===== src/rtl/core/tce_pkg.sv =====
`timescale 1ns / 1ps
`default_nettype none
package tce_pkg;

	// Default sizes and queue depth
	localparam int DEF_MAX_COLUMNS = 256;
	localparam int DEF_MAX_ROWS    = 64;
	localparam int QUEUE_DEPTH     = 4;
	localparam int LW_RESET        = 80;

	// Request type codes on the input stream
	localparam logic [1:0] REQ_MOVE  = 2'd0;
	localparam logic [1:0] REQ_PUT   = 2'd1;
	localparam logic [1:0] REQ_ERASE = 2'd2;

	// Configuration register indexes
	localparam logic REG_LINE_WIDTH = 1'b0;
	localparam logic REG_TAB_OFFSET = 1'b1;

	// Result operation kinds
	localparam logic OP_CELL  = 1'b0;
	localparam logic OP_CLEAR = 1'b1;

	// Character codes
	localparam logic [15:0] CH_TAB    = 16'h0009;
	localparam logic [15:0] CH_SPACE  = 16'h0020;
	localparam logic [15:0] CH_DOLLAR = 16'h0024;
	localparam logic [15:0] CH_ZERO   = 16'h0030;
	localparam logic [15:0] CH_BSLASH = 16'h005C;
	localparam logic [15:0] CH_CARET  = 16'h005E;
	localparam logic [15:0] CH_DEL    = 16'h007F;
	localparam logic [15:0] CH_META   = 16'h0080;
	localparam logic [15:0] CH_WIDE   = 16'h0100;
	localparam logic [15:0] CTRL_FLIP = 16'h0040;

	localparam logic signed [15:0] COL_MAX = 16'sh7FFF;

	typedef enum logic [1:0] {
		CMD_MOVE,
		CMD_PUT,
		CMD_ERASE,
		CMD_NONE
	} cmd_kind_t;

	// Character classes; CLS_SPACE2 stands for a wide character that does not fit
	typedef enum logic [2:0] {
		CLS_PLAIN,
		CLS_TAB,
		CLS_CTRL,
		CLS_OCT,
		CLS_WIDE,
		CLS_SPACE2
	} char_cls_t;

	typedef struct packed {
		cmd_kind_t   kind;
		char_cls_t   cls;
		logic [5:0]  row;
		logic [15:0] col;
		logic [15:0] code;
	} cmd_t;

	typedef struct packed {
		logic full;
		logic empty;
	} q_stat_t;

endpackage
`default_nettype wire


===== src/rtl/core/tce_queue.sv =====
`timescale 1ns / 1ps
`default_nettype none
module tce_queue
	import tce_pkg::*;
(
	input  wire logic    clk,
	input  wire logic    arst_n,
	input  wire logic    push,
	input  wire cmd_t    wr_cmd,
	input  wire logic    pop,
	output cmd_t         rd_cmd,
	output q_stat_t      stat
);

	localparam int PTR_W = (QUEUE_DEPTH > 1) ? $clog2(QUEUE_DEPTH) : 1;
	localparam int CNT_W = $clog2(QUEUE_DEPTH + 1);

	cmd_t             mem_q [QUEUE_DEPTH];
	logic [PTR_W-1:0] wr_ptr_q;
	logic [PTR_W-1:0] rd_ptr_q;
	logic [CNT_W-1:0] cnt_q;

	assign stat.full  = (cnt_q == CNT_W'(QUEUE_DEPTH));
	assign stat.empty = (cnt_q == '0);
	assign rd_cmd     = mem_q[rd_ptr_q];

	// Store the transfer at the write pointer
	always_ff @(posedge clk) begin
		if (push) begin
			mem_q[wr_ptr_q] <= wr_cmd;
		end
	end

	// Advance pointers and track fill
	always_ff @(posedge clk or negedge arst_n) begin
		if (!arst_n) begin
			wr_ptr_q <= '0;
			rd_ptr_q <= '0;
			cnt_q    <= '0;
		end else begin
			if (push) begin
				wr_ptr_q <= (wr_ptr_q == PTR_W'(QUEUE_DEPTH - 1)) ? '0 : wr_ptr_q + 1'b1;
			end
			if (pop) begin
				rd_ptr_q <= (rd_ptr_q == PTR_W'(QUEUE_DEPTH - 1)) ? '0 : rd_ptr_q + 1'b1;
			end
			if (push && !pop) begin
				cnt_q <= cnt_q + 1'b1;
			end else if (pop && !push) begin
				cnt_q <= cnt_q - 1'b1;
			end
		end
	end

endmodule
`default_nettype wire


===== src/rtl/core/tce_front.sv =====
`timescale 1ns / 1ps
`default_nettype none
module tce_front
	import tce_pkg::*;
#(
	parameter int MAX_ROWS = DEF_MAX_ROWS
) (
	input  wire logic        s_tvalid,
	output logic             s_tready,
	input  wire logic [39:0] s_tdata,
	input  wire logic [1:0]  s_tuser,
	input  wire q_stat_t     qstat,
	output logic             push,
	output cmd_t             cmd
);

	localparam int RW = 11;

	logic [5:0]  row_sel;
	logic [15:0] start_col;
	logic [15:0] char_code;

	assign row_sel   = s_tdata[5:0];
	assign start_col = s_tdata[21:6];
	assign char_code = s_tdata[37:22];

	assign s_tready = !qstat.full;
	assign push     = s_tvalid && s_tready;

	// Classify the request and the character, and clamp the row
	always_comb begin
		cmd.code = char_code;
		cmd.col  = start_col;
		if ({5'b0, row_sel} < RW'(MAX_ROWS)) begin
			cmd.row = row_sel;
		end else begin
			cmd.row = 6'(MAX_ROWS - 1);
		end
		case (s_tuser)
			REQ_MOVE:  cmd.kind = CMD_MOVE;
			REQ_PUT:   cmd.kind = CMD_PUT;
			REQ_ERASE: cmd.kind = CMD_ERASE;
			default:   cmd.kind = CMD_NONE;
		endcase
		if (char_code == CH_TAB) begin
			cmd.cls = CLS_TAB;
		end else if (char_code < CH_SPACE || char_code == CH_DEL) begin
			cmd.cls = CLS_CTRL;
		end else if (char_code >= CH_META && char_code < CH_WIDE) begin
			cmd.cls = CLS_OCT;
		end else if (char_code >= CH_WIDE) begin
			cmd.cls = CLS_WIDE;
		end else begin
			cmd.cls = CLS_PLAIN;
		end
	end

endmodule
`default_nettype wire


===== src/rtl/core/tce_back.sv =====
`timescale 1ns / 1ps
`default_nettype none
module tce_back
	import tce_pkg::*;
#(
	parameter int MAX_COLUMNS = DEF_MAX_COLUMNS
) (
	input  wire logic        clk,
	input  wire logic        arst_n,
	input  wire logic        cfg_we,
	input  wire logic        cfg_idx,
	input  wire logic [8:0]  cfg_wdata,
	input  wire cmd_t        cmd,
	input  wire q_stat_t     qstat,
	output logic             pop,
	output logic             m_tvalid,
	input  wire logic        m_tready,
	output logic [31:0]      m_tdata,
	output logic [1:0]       m_tuser,
	output logic             m_tlast
);

	localparam logic [15:0] MAXC16  = 16'(MAX_COLUMNS);
	localparam logic [15:0] W_RESET = (LW_RESET > MAX_COLUMNS) ? MAXC16 : 16'(LW_RESET);

	typedef enum logic [2:0] {
		ST_IDLE  = 3'b001,
		ST_LEAF  = 3'b010,
		ST_TRAIL = 3'b100
	} state_t;

	state_t             state_q, state_d;
	logic [15:0]        weff_q;
	logic [2:0]         tab_off_q;
	logic [5:0]         cur_row_q, row_d;
	logic signed [15:0] cur_col_q, col_d;
	logic               trl_q, trl_d;
	char_cls_t          cls_q, cls_d;
	logic [2:0]         idx_q, idx_d;

	logic               out_valid_q;
	logic               out_kind_q;
	logic               out_trl_q;
	logic               out_last_q;
	logic [5:0]         out_row_q;
	logic [7:0]         out_col_q;
	logic [15:0]        out_val_q;

	logic               slot_free;
	logic signed [15:0] w_s, w_m1, w_m2, col_inc;
	logic               over, neg, final_leaf;
	logic [2:0]         tab_pos;
	logic [15:0]        leaf_val, lw16, lw_clamp;
	logic               emit, e_kind, e_trl, e_last;
	logic [7:0]         e_col;
	logic [15:0]        e_val;

	assign slot_free = !out_valid_q || m_tready;
	assign w_s       = signed'(weff_q);
	assign w_m1      = w_s - 16'sd1;
	assign w_m2      = w_s - 16'sd2;
	assign col_inc   = (cur_col_q == COL_MAX) ? COL_MAX : cur_col_q + 16'sd1;
	assign over      = cur_col_q >= w_s;
	assign neg       = cur_col_q < 16'sd0;
	assign tab_pos   = col_inc[2:0] + tab_off_q;

	// Clamp a written line width to the supported range
	assign lw16     = {7'b0, cfg_wdata};
	assign lw_clamp = (lw16 < 16'd2) ? 16'd2 : ((lw16 > MAXC16) ? MAXC16 : lw16);

	// Pick the character of the current expansion step
	always_comb begin
		case (cls_q)
			CLS_TAB:    leaf_val = CH_SPACE;
			CLS_SPACE2: leaf_val = CH_SPACE;
			CLS_CTRL:   leaf_val = (idx_q == 3'd0) ? CH_CARET : (cmd.code ^ CTRL_FLIP);
			CLS_OCT: begin
				case (idx_q)
					3'd0:    leaf_val = CH_BSLASH;
					3'd1:    leaf_val = CH_ZERO + {13'b0, cmd.code[8:6]};
					3'd2:    leaf_val = CH_ZERO + {13'b0, cmd.code[5:3]};
					default: leaf_val = CH_ZERO + {13'b0, cmd.code[2:0]};
				endcase
			end
			default:    leaf_val = cmd.code;
		endcase
	end

	// Decide whether the current step ends the expansion
	always_comb begin
		case (cls_q)
			CLS_TAB:    final_leaf = (tab_pos == 3'd0) || (idx_q == 3'd7);
			CLS_CTRL:   final_leaf = (idx_q == 3'd1);
			CLS_SPACE2: final_leaf = (idx_q == 3'd1);
			CLS_OCT:    final_leaf = (idx_q == 3'd3);
			default:    final_leaf = 1'b1;
		endcase
	end

	// Sequence commands into cell writes
	always_comb begin
		emit    = 1'b0;
		e_kind  = OP_CELL;
		e_col   = cur_col_q[7:0];
		e_val   = CH_SPACE;
		e_trl   = 1'b0;
		e_last  = 1'b0;
		state_d = state_q;
		row_d   = cur_row_q;
		col_d   = cur_col_q;
		trl_d   = trl_q;
		cls_d   = cls_q;
		idx_d   = idx_q;
		pop     = 1'b0;
		case (state_q)
			ST_IDLE: begin
				if (!qstat.empty && slot_free) begin
					idx_d = 3'd0;
					case (cmd.kind)
						CMD_MOVE: begin
							row_d = cmd.row;
							col_d = signed'(cmd.col);
							trl_d = 1'b0;
							pop   = 1'b1;
						end
						CMD_ERASE: begin
							if (!over) begin
								emit   = 1'b1;
								e_kind = OP_CLEAR;
								e_col  = neg ? 8'd0 : cur_col_q[7:0];
								e_last = 1'b1;
								col_d  = w_s;
								trl_d  = 1'b0;
							end
							pop = 1'b1;
						end
						CMD_PUT: begin
							state_d = ST_LEAF;
							if (over) begin
								cls_d = CLS_PLAIN;
							end else if (cmd.cls == CLS_WIDE) begin
								if (!neg && cur_col_q < w_m1) begin
									emit    = 1'b1;
									e_val   = cmd.code;
									state_d = ST_TRAIL;
								end else begin
									cls_d = CLS_SPACE2;
								end
							end else begin
								cls_d = cmd.cls;
							end
						end
						default: pop = 1'b1;
					endcase
				end
			end
			ST_LEAF: begin
				if (slot_free) begin
					if (over && trl_q) begin
						// blank the split wide character before the first '$'
						emit  = 1'b1;
						e_col = w_m2[7:0];
						trl_d = 1'b0;
					end else begin
						if (over) begin
							emit   = 1'b1;
							e_col  = w_m1[7:0];
							e_val  = CH_DOLLAR;
							e_last = final_leaf;
						end else if (!neg) begin
							emit   = 1'b1;
							e_val  = leaf_val;
							e_last = final_leaf;
							if (cur_col_q == w_m1) begin
								trl_d = 1'b0;
							end
						end
						col_d = col_inc;
						if (final_leaf) begin
							pop     = 1'b1;
							state_d = ST_IDLE;
						end else begin
							idx_d = idx_q + 3'd1;
						end
					end
				end
			end
			ST_TRAIL: begin
				if (slot_free) begin
					emit    = 1'b1;
					e_col   = cur_col_q[7:0] + 8'd1;
					e_val   = 16'd0;
					e_trl   = 1'b1;
					e_last  = 1'b1;
					trl_d   = (cur_col_q + 16'sd1 == w_m1);
					col_d   = cur_col_q + 16'sd2;
					pop     = 1'b1;
					state_d = ST_IDLE;
				end
			end
			default: state_d = ST_IDLE;
		endcase
	end

	// Hold sequencer state and configuration
	always_ff @(posedge clk or negedge arst_n) begin
		if (!arst_n) begin
			state_q   <= ST_IDLE;
			weff_q    <= W_RESET;
			tab_off_q <= 3'd0;
			cur_row_q <= 6'd0;
			cur_col_q <= 16'sd0;
			trl_q     <= 1'b0;
			cls_q     <= CLS_PLAIN;
			idx_q     <= 3'd0;
		end else begin
			state_q   <= state_d;
			cur_row_q <= row_d;
			cur_col_q <= col_d;
			trl_q     <= trl_d;
			cls_q     <= cls_d;
			idx_q     <= idx_d;
			if (cfg_we) begin
				case (cfg_idx)
					REG_LINE_WIDTH: weff_q    <= lw_clamp;
					REG_TAB_OFFSET: tab_off_q <= cfg_wdata[2:0];
					default: ;
				endcase
			end
		end
	end

	// Output valid: set on a new cell, drop after the transfer
	always_ff @(posedge clk or negedge arst_n) begin
		if (!arst_n) begin
			out_valid_q <= 1'b0;
		end else if (emit) begin
			out_valid_q <= 1'b1;
		end else if (m_tready) begin
			out_valid_q <= 1'b0;
		end
	end

	// Output payload
	always_ff @(posedge clk) begin
		if (emit) begin
			out_kind_q <= e_kind;
			out_trl_q  <= e_trl;
			out_last_q <= e_last;
			out_row_q  <= cur_row_q;
			out_col_q  <= e_col;
			out_val_q  <= e_val;
		end
	end

	assign m_tvalid = out_valid_q;
	assign m_tdata  = {2'b0, out_val_q, out_col_q, out_row_q};
	assign m_tuser  = {out_trl_q, out_kind_q};
	assign m_tlast  = out_last_q;

endmodule
`default_nettype wire


===== src/rtl/core/text_cell_expander.sv =====
`timescale 1ns / 1ps
`default_nettype none
// Text cell expander: turns move, put and erase requests into cell writes for one
// screen line, expanding tabs, caret control codes, octal escapes and wide characters,
// and marking overflow with '$' in the last column. A front end classifies each
// request into a four-entry queue; a back-end sequencer expands it at one cell per
// cycle into a single output register. A move, an erase or an ignored request ends at
// dispatch; a put then expands one cell per step: a plain character, a caret and the
// flipped code, a backslash and three octal digits, up to eight tab spaces, or two
// spaces for a wide character that does not fit. A fitting wide character is written
// at dispatch and its trailer after it; an overflowing put first blanks a split wide
// character. The sequencer stalls while the output register holds an untaken cell. The
// last result of each request carries tlast; a request with no result produces nothing.
module text_cell_expander
	import tce_pkg::*;
#(
	parameter int MAX_COLUMNS = DEF_MAX_COLUMNS,
	parameter int MAX_ROWS    = DEF_MAX_ROWS
) (
	input  wire logic        clk,
	input  wire logic        arst_n,
	input  wire logic        s_tvalid,
	output logic             s_tready,
	input  wire logic [39:0] s_tdata,   // row_sel[5:0], start_col[21:6], char_code[37:22]
	input  wire logic [1:0]  s_tuser,   // req_type[1:0]
	output logic             m_tvalid,
	input  wire logic        m_tready,
	output logic [31:0]      m_tdata,   // row_out[5:0], col_out[13:6], cell_value[29:14]
	output logic [1:0]       m_tuser,   // op_kind[0], trailer_mark[1]
	output logic             m_tlast,
	input  wire logic        cfg_we,
	input  wire logic        cfg_idx,
	input  wire logic [8:0]  cfg_wdata
);

	cmd_t    wr_cmd;
	cmd_t    rd_cmd;
	q_stat_t qstat;
	logic    push;
	logic    pop;

	tce_front #(
		.MAX_ROWS(MAX_ROWS)
	) u_front (
		.s_tvalid (s_tvalid),
		.s_tready (s_tready),
		.s_tdata  (s_tdata),
		.s_tuser  (s_tuser),
		.qstat    (qstat),
		.push     (push),
		.cmd      (wr_cmd)
	);

	tce_queue u_queue (
		.clk    (clk),
		.arst_n (arst_n),
		.push   (push),
		.wr_cmd (wr_cmd),
		.pop    (pop),
		.rd_cmd (rd_cmd),
		.stat   (qstat)
	);

	tce_back #(
		.MAX_COLUMNS(MAX_COLUMNS)
	) u_back (
		.clk       (clk),
		.arst_n    (arst_n),
		.cfg_we    (cfg_we),
		.cfg_idx   (cfg_idx),
		.cfg_wdata (cfg_wdata),
		.cmd       (rd_cmd),
		.qstat     (qstat),
		.pop       (pop),
		.m_tvalid  (m_tvalid),
		.m_tready  (m_tready),
		.m_tdata   (m_tdata),
		.m_tuser   (m_tuser),
		.m_tlast   (m_tlast)
	);

endmodule
`default_nettype wire


===== config.mk =====
export PLATFORM = sky130hd
export DESIGN_NAME = text_cell_expander
export DESIGN_NICKNAME = d
export VERILOG_FILES = /design/src/rtl/core/tce_pkg.sv /design/src/rtl/core/tce_queue.sv /design/src/rtl/core/tce_front.sv /design/src/rtl/core/tce_back.sv /design/src/rtl/core/text_cell_expander.sv
export SDC_FILE = /design/constraint.sdc
export NUM_CORES = 1
export LEC_CHECK = 0
export BUFFER_PORTS_ARGS = -buffer_cell sky130_fd_sc_hd__buf_2
export CORE_MARGIN = 2
export CORE_UTILIZATION = 45
export CTS_CLUSTER_DIAMETER = 100
export DETAILED_ROUTE_END_ITERATION = 7
export GPL_TIMING_DRIVEN = 0
export PLACE_DENSITY = 0.63
export SYNTH_ARGS = -nofsm -noshare
export SYNTH_HDL_FRONTEND = slang
export SYNTH_SLANG_ARGS = --single-unit

===== constraint.sdc =====
create_clock -name clk -period 11 [get_ports clk]
set_clock_uncertainty 0.2 [all_clocks]
set_input_delay 1.1 -clock clk [delete_from_list [all_inputs] [get_ports clk]]
set_output_delay 1.1 -clock clk [all_outputs]
set_load 0.005 [all_outputs]

== After elaboration in Yosys (flattened, before gate mapping) ==
Memory sizes are Yosys's and may differ from the RTL's.
Cells that the tools add are included.

* $add $sub $neg: 14
* Magnitude comparators: 9
* Equality and inequality tests: 37
* Muxes and demuxes: 100
* Bitwise logic cells: 2
* Reduce and logical (&&, ||, !) cells: 35

{| class="wikitable"
|+ Operators by type and width
! kind !! count
|-
| 16-bit 2-to-1 mux || 17
|-
| 16-bit one-hot mux with 3 select lines || 4
|-
| 3-bit 2-to-1 mux || 22
|-
| 8-bit 2-to-1 mux || 8
|-
| 1-bit 2-to-1 mux || 33
|-
| 16-bit == test || 2
|-
| 16-bit one-hot mux with 2 select lines || 1
|-
| 8-bit one-hot mux with 3 select lines || 1
|-
| 6-bit by 3-bit adder with 7-bit output (first input constant) || 3
|-
| 16-bit by 2-bit adder with 16-bit output (second input constant) || 1
|-
| 16-bit by 3-bit adder with 16-bit output (second input constant) || 1
|-
| 16-bit == test (second input constant) || 1
|-
| 16-bit by 4-bit == test with 1-bit output (second input constant) || 1
|-
| 16-bit by 7-bit == test with 1-bit output (second input constant) || 1
|-
| 16-bit greater-or-equal comparator || 1
|-
| 16-bit by 8-bit greater-or-equal comparator with 1-bit output (second input constant) || 1
|-
| 16-bit by 9-bit greater-or-equal comparator with 1-bit output (second input constant) || 1
|-
| 16-bit by 1-bit < comparator with 1-bit output (second input constant) || 1
|-
| 16-bit < comparator || 1
|-
| 16-bit by 6-bit < comparator with 1-bit output (second input constant) || 1
|-
| 16-bit by 9-bit < comparator with 1-bit output (second input constant) || 1
|-
| 16-bit by 2-bit subtractor with 16-bit output (second input constant) || 1
|-
| 3-bit by 2-bit == test with 1-bit output (second input constant) || 5
|-
| 3-bit == test (second input constant) || 5
|-
| other kinds (40) || 83
|}

* Bits in registers: 92
* Bits in writable memories: 172
* Word-level logic and storage cells: 216
* Memories kept: 1

{| class="wikitable"
|+ Memory list
! name !! words !! width !! rd ports !! clocked after Yosys merged registers in !! wr ports !! line !! RTL
|-
| u_queue.mem_q || 4 || 43 || 1 || 0 || 1 || tce_queue.sv:18 || <nowiki>cmd_t mem_q [QUEUE_DEPTH];</nowiki>
|}

== Logic depth before layout (Yosys ltp) ==
* Depth in word-level cells: 13
* Gate-level depth with buffers: 21
* Depth with buffers taken out: 20

== Modules after synthesis ==
A second synthesis with hierarchy kept.

* Cells, all modules: 963
* Area, all modules: 12997.5 um^2

{| class="wikitable"
|+ By module, submodules not included
! module !! times used !! cells each !! area an instance (um^2)
|-
| tce_queue || 1 || 262 || 6681.4
|-
| tce_back || 1 || 647 || 5926.9
|-
| tce_front || 1 || 54 || 389.1
|}

== Worst setup path after synthesis ==
Ideal clock, no wire load.

* Kind: register -> register
* From: reg u_back.weff_q[1], in the netlist u_back.w_s[1]
* To: reg u_back.out_last_q, in the netlist u_back.m_tlast (enable)
* Setup time: 0.423 ns
* Arrival time: 4.491 ns
* Data required time: 10.377 ns
* Path slack: 5.886 ns
* Cell stages (with the launch flop): 14
* Buffers on the path: 0
* Cell sequence: dfrtp_1 -> inv_1 -> ha_1 -> or4b_4 -> nor4_4 -> nand2_1 -> ha_1 -> nand4_1 -> nor4_1 -> o21ai_0 -> a31o_2 -> a21oi_2 -> a221oi_1 -> nor2_1

* Word-level cells in the longest chain between the ends: 9
* Elaborated cells on any way between the ends: 15

{| class="wikitable"
|+ RTL lines
! element !! line !! RTL
|-
| start, declared || tce_back.sv:33 || <nowiki>logic [15:0] weff_q;</nowiki>
|-
| start signal, assigned || tce_back.sv:225 || <nowiki>REG_LINE_WIDTH: weff_q <= lw_clamp;</nowiki>
|-
| 16-bit by 2-bit subtractor with 16-bit output || tce_back.sv:60 || <nowiki>assign w_m1 = w_s - 16'sd1;</nowiki>
|-
| 16-bit < comparator || tce_back.sv:142 || <nowiki>if (!neg && cur_col_q < w_m1) begin</nowiki>
|-
| 1-bit logical AND || tce_back.sv:142 ||
|-
| 1-bit 2-to-1 mux || tce_back.sv:142 ||
|-
| 1-bit 2-to-1 mux || tce_back.sv:141 || <nowiki>end else if (cmd.cls == CLS_WIDE) begin</nowiki>
|-
| 1-bit 2-to-1 mux || tce_back.sv:139 || <nowiki>if (over) begin</nowiki>
|-
| 1-bit one-hot mux with 2 select lines || tce_back.sv:119 || <nowiki>case (cmd.kind)</nowiki>
|-
| 1-bit 2-to-1 mux || tce_back.sv:117 || <nowiki>if (!qstat.empty && slot_free) begin</nowiki>
|-
| 1-bit one-hot mux with 3 select lines * || tce_back.sv:115 || <nowiki>case (state_q)</nowiki>
|-
| net u_back.emit || tce_back.sv:54 || <nowiki>logic emit, e_kind, e_trl, e_last;</nowiki>
|-
| end signal, assigned || tce_back.sv:249 || <nowiki>out_last_q <= e_last;</nowiki>
|-
| end, declared || tce_back.sv:44 || <nowiki>logic out_last_q;</nowiki>
|}

Mark *: on every way through the listed nets, which the timed path passes. The rest lies on a longest branch.
A chain may end at the register's enable or synchronous reset.

== Final worst setup path ==
* From: reg u_back.cur_col_q[1]
* To: reg u_queue.cnt_q[2]

* Word-level cells in the longest chain between the ends: 13
* Elaborated cells on any way between the ends: 18

{| class="wikitable"
|+ RTL lines
! element !! line !! RTL
|-
| start, declared || tce_back.sv:36 || <nowiki>logic signed [15:0] cur_col_q, col_d;</nowiki>
|-
| start signal, assigned || tce_back.sv:219 || <nowiki>cur_col_q <= col_d;</nowiki>
|-
| 16-bit by 2-bit adder with 16-bit output or 16-bit == test (tied branches) || tce_back.sv:62 || <nowiki>assign col_inc = (cur_col_q == COL_MAX) ? COL_MAX : cur_col_q + 16'sd1;</nowiki>
|-
| 16-bit 2-to-1 mux || tce_back.sv:62 ||
|-
| 3-bit adder || tce_back.sv:65 || <nowiki>assign tab_pos = col_inc[2:0] + tab_off_q;</nowiki>
|-
| 3-bit zero test || tce_back.sv:92 || <nowiki>CLS_TAB: final_leaf = (tab_pos == 3'd0) || (idx_q == 3'd7);</nowiki>
|-
| 1-bit logical OR || tce_back.sv:92 ||
|-
| 1-bit one-hot mux with 3 select lines || tce_back.sv:91 || <nowiki>case (cls_q)</nowiki>
|-
| 1-bit 2-to-1 mux || tce_back.sv:179 || <nowiki>if (final_leaf) begin</nowiki>
|-
| 1-bit 2-to-1 mux * || tce_back.sv:159 || <nowiki>if (over && trl_q) begin</nowiki>
|-
| 1-bit 2-to-1 mux * || tce_back.sv:158 || <nowiki>if (slot_free) begin</nowiki>
|-
| 1-bit one-hot mux with 3 select lines * || tce_back.sv:115 ||
|-
| 1-bit zero test || tce_queue.sv:47 || <nowiki>if (push && !pop) begin</nowiki>
|-
| 1-bit logical AND || tce_queue.sv:47 ||
|-
| 3-bit 2-to-1 mux or 2-bit nonzero test (tied branches) || -- ||
|-
| end signal, assigned || tce_queue.sv:48 || <nowiki>cnt_q <= cnt_q + 1'b1;</nowiki>
|-
| end signal, assigned || tce_queue.sv:50 || <nowiki>cnt_q <= cnt_q - 1'b1;</nowiki>
|-
| end, declared || tce_queue.sv:21 || <nowiki>logic [CNT_W-1:0] cnt_q;</nowiki>
|}

Mark *: on every way between the ends. The rest lies on a longest branch, timed or not.

==> PnR_summary.wiki <==
{| class="wikitable"
! Metric !! Value
|-
| Number of optimization iterations in the first detailed-route pass || 5
|-
| Final period utilization || 52.1%
|-
| Num ports || 94
|-
| Total standard cell area after synthesis || 12,800 um^2
|-
| Mean instance size in the synthesized netlist || 13.2 um^2
|-
| Hold path startpoint || u_back.cur_row_q[0]
|-
| Placed Area || 13,800 um^2
|-
| Most repeated cell in the gate-level netlist after synthesis || edfxtp_1
|-
| Part of the Yosys area used for sequential elements || 58.5%
|-
| Clock root buffer master || clkbuf_16
|-
| Setup Fix Bufs, Post-CTS || 0
|-
| Kind of critical path || reg -> reg
|-
| Power Density || 265 nW/um^2
|-
| Largest cells by area after synthesis || edfxtp_1 (48%), dfrtp_1 (9.6%), mux4_2 (7.2%)
|-
| Kind of start point of the critical path || register
|-
| Ys Warns || 0
|-
| Leakage || 5.28 nW
|-
| Worst-margin pin slew || 0.862 ns
|-
| Clock latency on the worst-skew pair || 0.55 ns
|-
| Floorplan die width || 172 um
|-
| Floorplan Core Area || 27,900 um^2
|-
| Remaining number of nets flagged by the antenna check after routing || 0
|-
| Number of global-route vias before repair || 8,160
|-
| MaxCap Viol Count || 0
|-
| Die area || 29,700 um^2
|-
| Synthesized netlist cell count || 970
|-
| Final HPWL DP || 21,500 um
|-
| Final Hold Vio Count || 0
|-
| Top fanout value on the critical path || 10
|-
| Worst vdd rail ir drop || 0.125 mV
|-
| Slew HR || 42.6%
|-
| Initial core utilization || 45.8%
|-
| Class of the tightest hold or removal check || reg -> reg
|-
| Flip-flop and latch count after synthesis || 257
|-
| Primary flip-flop cell chosen by synthesis mapping || edfxtp_1
|-
| Synth cell types || 79
|-
| Number of antenna violations at the first check in global routing || 0
|-
| Die Ht || 172 um
|-
| Leading area contributor after synthesis || edfxtp_1
|-
| Required time worst endpoint || 11.27 ns
|-
| Clk pin slew, worst setup/hold paths || 0.07 ns
|-
| Crit path time final || 5.73 ns
|-
| Async set-reset flop share out of synthesis || 20.2%
|-
| Post-synth EDFFs || 205
|-
| Routed length per instance || 20.2 um
|-
| Startpoint of the lowest-slack register-to-register path || u_back.cur_col_q[1]
|-
| Count of buffers from port buffering || 87
|-
| Gpl congestion || 0.936
|-
| Vias/cell || 5.71
|-
| Share of final-layout standard cells stronger than drive strength 1 || 21.5%
|-
| Final std cell area, no fill || 14,700 um^2
|-
| Synth-to-Final Area Change || 14.9%
|-
| Count of inserted antenna diode cells || 0
|-
| Total congestion overflow || 0
|-
| Routed WL || 30,100 um
|-
| Launch point of the worst path || u_back.cur_col_q[1]
|-
| Setup repair after global routing missed its margin || false
|-
| Clock buffers created by TritonCTS || 27
|-
| GRT Util Overall || 20.7%
|-
| Area share of the largest cell type after synthesis || 48.2%
|-
| Cts hold-fix bufs || 0
|-
| Layout Utilization || 52.6%
|-
| Total of cells resized after clock tree synthesis || 0
|-
| Iteration-0 DRC Markers || 805
|-
| Nets || 1,197
|-
| Highest attainable clock frequency || 175 MHz
|-
| Number of placement rows || 61
|-
| Post-Route Hold Slack || 0.244 ns
|-
| Outcome || finished clean
|-
| Worst setup EP type || register
|-
| Setup total negative slack || 0 ns
|-
| Commonest cells post-synth || edfxtp_1 (205), nand2_1 (76), nor2_1 (69)
|-
| Final count of pins violating max slew || 0
|-
| Critical Path AT || 6.00 ns
|-
| Global-route wire length before repair || 46,800 um
|-
| Number of clock sinks seen by CTS || 257
|-
| Final Setup Violations || 0
|-
| Via total after detailed routing || 8,504
|-
| Number of DRC violations after detailed routing || 0
|-
| Pin count of the biggest net entering global routing || 53
|-
| Maximum root-to-sink buffer count || 3
|-
| Depth of the CTS H-tree || 1
|-
| Clock tree from TritonCTS || built
|}
## report_power, final
group          total, mW  switching [mW]  internal (mW)
combinational       1.61           0.955          0.651
clock              0.874           0.373          0.500
sequential          1.41           0.107           1.30
## stage by stage
step / power, mW / setup WS [ns] / std cells
after floorplan: 2.53 / 5.89 / 971
after CTS: 3.91 / 5.25 / 1490
final: 3.89 / 5.27 / 1490
after detailed placement: 3.02 / 5.26 / 1441
after global placement: 2.98 / 3.61 / 1436
after global routing: 4.13 / 4.90 / 1490
## final timing paths
check,to,slack [ns],cells after the start
max reg2reg,u_queue.cnt_q[2],5.27,21
max in group asynchronous,u_back.cur_row_q[2],9.68,1
max,u_queue.cnt_q[2],5.27,21
min,u_back.out_row_q[0],0.24,0
min reg2reg,u_back.out_row_q[0],0.24,0
min in group asynchronous,u_back.tab_off_q[2],0.42,1
## flip-flops by register name, summed over array words and instances, names as in the netlist
| register | flops |
|---|---|
| u_queue.mem_q | 172 |
| u_back.cur_col_q | 16 |
| u_back.out_val_q | 16 |
| u_back.w_s | 9 |
| u_back.out_col_q | 8 |
| u_back.cur_row_q | 6 |
| u_back.out_row_q | 6 |
| u_back.cls_q | 3 |
| u_back.idx_q | 3 |
| u_back.state_q | 3 |
| u_back.tab_off_q | 3 |
| u_queue.cnt_q | 3 |
| u_queue.rd_ptr_q | 2 |
| u_queue.wr_ptr_q | 2 |
| u_back.m_tlast | 1 |
| u_back.m_tvalid | 1 |
| u_back.out_kind_q | 1 |
| u_back.out_trl_q | 1 |
| u_back.trl_q | 1 |
## worst max-delay path, stage by stage, from the launching register on
cell	delay (ns)
dfrtp_1	0.55
ha_1	0.37
nand3_1	0.29
nor3_1	0.45
nand2_1	0.18
clkbuf_1	0.36
nand2_1	0.16
ha_1	0.15
inv_1	0.05
fa_1	0.37
xnor2_1	0.15
nor2b_1	0.14
a211oi_1	0.62
a211o_1	0.17
o211ai_1	0.25
inv_1	0.13
ha_1	0.18
inv_1	0.06
fa_1	0.38
xor2_1	0.17
nor2_1	0.11
xor2_1	0.16
## routing by layer
metal / vias to the layer above / GRT usage [%] / share of wire, %
met4: 0 / 6.17 / 2.4
li1: 3935 / - / -
met2: 279 / 32.0 / 46
met5: - / 0 / 0
met3: 46 / 3.16 / 6.1
met1: 4244 / 30.4 / 45
## cells in the final DEF (no fill, tap or decap), drive strengths merged, types with 3 or more instances in the layout
| master | n |
|---|---|
| mux2 | 15 |
| a21oi | 41 |
| a221oi | 4 |
| inv | 38 |
| mux4 | 43 |
| clkinv | 13 |
| o21ai | 55 |
| a21o | 3 |
| nor3b | 6 |
| xnor2 | 30 |
| clkbuf | 67 |
| a211oi | 11 |
| or3 | 5 |
| o221ai | 4 |
| nor2b | 20 |
| dfstp | 3 |
| o22ai | 7 |
| nand2b | 10 |
| xor2 | 16 |
| a22o | 4 |
| dfrtp | 49 |
| o31ai | 6 |
| nand3 | 15 |
| ha | 46 |
| edfxtp | 205 |
| nor3 | 16 |
| and3 | 12 |
| or2 | 3 |
| mux2i | 11 |
| nand4 | 18 |
| a31oi | 13 |
| nand2 | 76 |
| o211ai | 3 |
| nor2 | 69 |
| buf | 111 |
| nor4 | 13 |
| a22oi | 5 |
## cell families (layout without fill, tap and decap cells)
family / Yosys count / after routing / share of synthesized area (%)
compound gates: 183 / 183 / 9.48
other cells: 1 / 2 / 0.0294
simple gates: 275 / 275 / 11.2
buf+inv: 91 / 232 / 3.02
xor+xnor: 46 / 46 / 3.16
mux: 69 / 69 / 9.83
flops: 257 / 257 / 58.5
fa+ha+maj: 48 / 48 / 4.82
## final cells by class
cell class / instances / area [um^2]
Tap cell: 378 / 473
Clock buffer: 33 / 698
Clock inverter: 16 / 148
Multi-Input combinational cell: 623 / 4930
Timing Repair Buffer: 92 / 561
Sequential cell: 257 / 7460
Fill cell: 2407 / 13200
Inverter: 38 / 143
Buffer: 53 / 243
Power figures use the tool's default switching activity.
